===== config.mk =====
export PLATFORM = sky130hd
export DESIGN_NAME = bba_ctrl
export DESIGN_NICKNAME = d
export VERILOG_FILES = /design/src/design/bba_pkg.sv /design/src/design/bba_ctrl.sv
export SDC_FILE = /design/constraint.sdc
export NUM_CORES = 1
export LEC_CHECK = 0
export BUFFER_PORTS_ARGS = -buffer_cell sky130_fd_sc_hd__clkbuf_2
export CAP_MARGIN = 10
export CELL_PAD_IN_SITES_DETAIL_PLACEMENT = 0
export CELL_PAD_IN_SITES_GLOBAL_PLACEMENT = 2
export CORE_ASPECT_RATIO = 0.8
export CORE_MARGIN = 10
export CORE_UTILIZATION = 21
export DETAILED_ROUTE_END_ITERATION = 10
export PLACE_DENSITY = 0.82
export SYNTH_ARGS = -nofsm -noshare
export SYNTH_HDL_FRONTEND = slang
export SYNTH_SLANG_ARGS = --single-unit

===== constraint.sdc =====
create_clock -name clk -period 1.6 [get_ports clk]
set_input_delay 0.16 -clock clk [delete_from_list [all_inputs] [get_ports clk]]
set_output_delay 0.16 -clock clk [all_outputs]
set_load 0.01 [all_outputs]

===== src/design/bba_pkg.sv =====
package bba_pkg;

  // Default geometry of the map
  localparam int NUM_BLOCKS_DEF = 4096;
  localparam int WORD_BITS_DEF  = 32;

  // Fixed field widths
  localparam int KIND_W    = 2;
  localparam int IDX_W     = 12;
  localparam int STATUS_W  = 2;
  localparam int CNT_OUT_W = 13;
  localparam int CFG_W     = 13;

  typedef enum logic [KIND_W-1:0] {
    KIND_ALLOC  = 2'd0,
    KIND_FREE   = 2'd1,
    KIND_FORMAT = 2'd2,
    KIND_NOP    = 2'd3
  } kind_t;

  typedef enum logic [STATUS_W-1:0] {
    STAT_OK       = 2'd0,
    STAT_FULL     = 2'd1,
    STAT_BAD_FREE = 2'd2
  } status_t;

  typedef enum logic [2:0] {
    S_CLEAR,
    S_IDLE,
    S_SCAN,
    S_FREE_DIV,
    S_FREE_MOD,
    S_FREE_RD,
    S_FREE_CHK,
    S_FORMAT
  } state_t;

  // Result to post this cycle, if any
  typedef enum logic [2:0] {
    RES_NONE,
    RES_ALLOC,
    RES_FULL,
    RES_FREE_OK,
    RES_FREE_BAD,
    RES_FORMAT,
    RES_NOP
  } res_op_t;

  // Controller to datapath
  typedef struct packed {
    logic    load;       // capture request fields
    logic    scan_init;  // rewind the word pointer for a search
    logic    scan_rd;    // read the next word of the search
    logic    free_div;   // estimate word number of the freed block
    logic    free_mod;   // correct word number, form bit number
    logic    free_rd;    // read the word that holds the freed block
    logic    fmt_init;   // rewind the word pointer, latch the reservation
    logic    fmt_wr;     // write one word of the format pattern
    res_op_t res;
  } ctrl_cmd_t;

  // Datapath to controller
  typedef struct packed {
    logic hit;       // word just read has a free block
    logic scan_end;  // word just read is the last one
    logic fmt_last;  // format pointer sits on the last word
    logic free_ok;   // freed block is in range and in use
  } dp_status_t;

endpackage


===== src/design/bba_ctrl.sv =====
module bba_ctrl
  import bba_pkg::*;
(
  input  logic                clk,
  input  logic                rst_n,
  input  logic                start,
  input  logic [KIND_W-1:0]   in_kind,
  input  dp_status_t          dp_st,
  output ctrl_cmd_t           cmd,
  output logic                busy
);

  state_t state_r, state_nxt;

  // Hold state; a clearing pass runs after reset
  always_ff @(posedge clk) begin
    if (!rst_n) begin
      state_r <= S_CLEAR;
    end else begin
      state_r <= state_nxt;
    end
  end

  // Next state and commands
  always_comb begin
    state_nxt = state_r;
    cmd       = '0;
    cmd.res   = RES_NONE;
    busy      = 1'b1;
    unique case (state_r)
      S_CLEAR: begin
        cmd.fmt_wr = 1'b1;
        if (dp_st.fmt_last) begin
          state_nxt = S_IDLE;
        end
      end
      S_IDLE: begin
        busy = 1'b0;
        if (start) begin
          cmd.load = 1'b1;
          unique case (kind_t'(in_kind))
            KIND_ALLOC: begin
              cmd.scan_init = 1'b1;
              state_nxt     = S_SCAN;
            end
            KIND_FREE: begin
              state_nxt = S_FREE_DIV;
            end
            KIND_FORMAT: begin
              cmd.fmt_init = 1'b1;
              state_nxt    = S_FORMAT;
            end
            KIND_NOP: begin
              cmd.res = RES_NOP;
            end
          endcase
        end
      end
      S_SCAN: begin
        cmd.scan_rd = 1'b1;
        priority if (dp_st.hit) begin
          cmd.res   = RES_ALLOC;
          state_nxt = S_IDLE;
        end else if (dp_st.scan_end) begin
          cmd.res   = RES_FULL;
          state_nxt = S_IDLE;
        end else begin
          state_nxt = S_SCAN;
        end
      end
      S_FREE_DIV: begin
        cmd.free_div = 1'b1;
        state_nxt    = S_FREE_MOD;
      end
      S_FREE_MOD: begin
        cmd.free_mod = 1'b1;
        state_nxt    = S_FREE_RD;
      end
      S_FREE_RD: begin
        cmd.free_rd = 1'b1;
        state_nxt   = S_FREE_CHK;
      end
      S_FREE_CHK: begin
        cmd.res   = dp_st.free_ok ? RES_FREE_OK : RES_FREE_BAD;
        state_nxt = S_IDLE;
      end
      S_FORMAT: begin
        cmd.fmt_wr = 1'b1;
        if (dp_st.fmt_last) begin
          cmd.res   = RES_FORMAT;
          state_nxt = S_IDLE;
        end
      end
      default: begin
        state_nxt = S_IDLE;
      end
    endcase
  end

endmodule


==> impl_metrics.ini <==
[floorplanning]
starting_density_pct = 21.83
die-width_um = 69.35
die_h_um = 59.48
floorplan.core_area_mm2 = 0.001874
ios = 21
fp.dieArea_mm2 = 0.004125
fp-row-count = 14

[cells_and_area]
antennaDiodeCount = 0
multi_input_area_um2 = 321.6
area_delta_synth_final_pct = 42.51
drive_gt1_share_pct = 43.75
layout.filler_cells = 214
largest-register = state_r
final_core_utilization_pct = 31.11
fin_nets = 94
fin_cells = 104
design_area_um2 = 583.1
largest_reg_flops = 3
top_regs = state_r x3
sequential_cell_area_um2 = 63.81

[timing]
whs_ps = 219.8
setup_repair_after_global_routing_missed_its_margin = no
slew_headroom_pct = 78.80
total_count_of_hold_check_failures_in_the_final_report = 0
finalWorstSetupSlack_ps = 113.6
min_period_over_period_pct = 92.90
fin_tns_setup_ps = 0
post-route-min-period_ps = 1486
worst_margin_pin_slew_ps = 313.8
fin_worst_skew_ps = 0.4907
achievable_freq_mhz = 672.8
final-setup-viol-count = 0
slew_violations = 0

[drt]
wl_per_cell_um = 11.91
via_per_inst = 4.731
drtPass1Iterations = 4
drc_violations_left = 0
antenna_left = 0
dr_total_vias = 492
first_iter_violations = 16
aggregate_routed_wire_length_mm = 1.239

[worst_setup_path]
critical_path.cell_chain = buf_6, nor3b_4, and2_4, nand2_1, o21ai_1, buf_2
r2r_cells = 4
setup.reg_to_reg.worst_slack_ps = 200
worstSetupPathType = register to primary output
arrival_ps = 1330
reg2reg_to = state_r[1]
timing.rr.start = state_r[1]
timing.critical_path.required_ps = 1440
cp_max_stage_delay_ps = 340
cpMaxStageDelayCell = dfxtp_2
critical_path.endpoint_type = primary output
start_kind = register
crit_path_max_fanout = 8

[placed_design]
dpl_worst_slack_ps = 123.8
dpl-instance-area_um2 = 546.8
globalplace.congestion = 0.7037
dp.final_hpwl_mm = 1.059
numPlacedInstances = 100
port-buffer-count = 20

[pwr]
total_leakage_power_nw = 0.3007
post_layout_power_mw = 0.8348
power-per-cell-area_mw_per_mm2 = 1432
irDropWorstVdd_uv = 907.7

[cts]
cts-hold-fix-buffers = 0
cts_inserted_buffers = 3
cts_tree = yes
cts.sinks = 3
cts.root.buffer_cell = clkbuf_4
clock_insertion_delay_worst_skew_ps = 230
ctsHtreeMaxLevel = 1
ctsLongestPathBuffers = 2
clk_pin_slew_worst_paths_ps = 40

[hold_path]
worst_hold_startpoint = rst_n
hold_path_cell_cnt = 2
worst_hold_path_type = input pin to register
hold-path-endpoint = state_r[1]

[logic_synthesis]
netlist.top_cell.by_area = dfxtp_1
synthesis.nets = 69
synth_seq_area_share_pct = 14.68
syn_inst = 56
synth.cell_area_um2 = 409.1
yosys.area.top_type_share_pct = 14.68
synth_cell_type_count = 26
number_of_storage_elements_in_the_synthesis_netlist = 3
synthesis.yosys.warnings = 0
syn_area_per_cell_um2 = 7.306
synthTopCellsByArea = dfxtp_1, ha_1, nand2_1

[global_routing]
grt_usage_pct = 6.200
grt_start_max_net_pins = 14
grt_overflow = 0
grt_first_pass_wirelength_mm = 2.104
number_of_antenna_violations_at_the_first_check_in_global_routing = 0
vias_in_the_first_global_route = 472

[flow_run]
drv.max_cap_violation_count = 0

[outcome]
status = complete, no violations
[worst max-delay path, delay by kind of cell (launching register included)]
| family | cells | cell delay [ps] |
|---|---|---|
| buffers and inverters | 2 | 270 |
| AO/OA/AOI/OAI | 1 | 80 |
| flip-flops | 1 | 340 |
| AND/OR/NAND/NOR | 3 | 400 |
[worst max path at each step]
stage | end | start | slack, ps
CTS | cmd[1] | state_r[0] | 10
finish | cmd[1] | state_r[0] | 110
global placement | state_r[1] | state_r[1] | 170
floorplan | state_r[1] | state_r[0] | 310
detailed placement | state_r[1] | state_r[1] | 120
global route | cmd[1] | state_r[0] | 0.5
[routing by layer]
metal	track usage [%]	share of wire [%]	wire (um)
met4	1.719	0	0
met3	3.518	5.5	68
met1	6.777	45	559
met2	10.16	49	612
met5	0	0	0
[final cells by class]
class / instances / share of cell area, %
repair buffers: 23 / 21.67
inverters: 4 / 2.575
clock buffers: 4 / 4.506
flip-flops and latches: 3 / 10.94
well taps: 24 / 5.150
multi-input cells: 46 / 55.15
[report_power, final]
part	leakage (nW)	switching [mW]	internal (mW)
combinational	0.260	0.257	0.269
clock	0.0150	0.0376	0.0934
sequential	0.0258	0.0683	0.110
[cell usage in the layout, fill, tap and decap left out, drive strengths merged]
cell type,Yosys,final
nand2,6,6
and3,3,3
ha,4,4
inv,4,4
a31o,1,1
o41ai,1,1
o21ai,4,4
a21o,1,1
clkbuf,0,23
a22oi,1,1
a21oi,4,4
o221a,1,1
nor2,5,5
buf,3,4
nor3b,1,1
nor3,2,2
nand2b,2,2
nand3,2,2
or2b,1,1
dfxtp,3,3
and2,2,2
mux2i,2,2
or3,1,1
o31ai,2,2
[cells in the mapped netlist]
cell type / number
nand2_1: 6
nor2_1: 5
ha_1: 4
and3_1: 3
buf_2: 3
dfxtp_1: 3
inv_1: 3
o21ai_1: 3
a21oi_1: 2
a21oi_2: 2
and2_1: 2
mux2i_1: 2
nand2b_1: 2
nand3_1: 2
nor3_1: 2
o31ai_1: 2
a21o_1: 1
a22oi_1: 1
a31o_1: 1
inv_2: 1
nor3b_4: 1
o21ai_0: 1
o221a_1: 1
o41ai_1: 1
or2b_1: 1
or3_4: 1
[timing repair]
item / CTS / global route
buffers inserted: 0 / 0
endpoints found under the setup margin: 0 / 5
resized for setup: 0 / 6
[cells by family (layout without fill, tap and decap cells)]
group / after synthesis / count (layout) / synth area share, %
simple gates: 25 / 25 / 34.86
compound gates: 15 / 15 / 25.99
buf+inv: 7 / 31 / 7.337
fa+ha+maj: 4 / 4 / 12.23
flops: 3 / 3 / 14.68
mux: 2 / 2 / 4.893
Note: power is estimated with default switching activity, not from simulation.
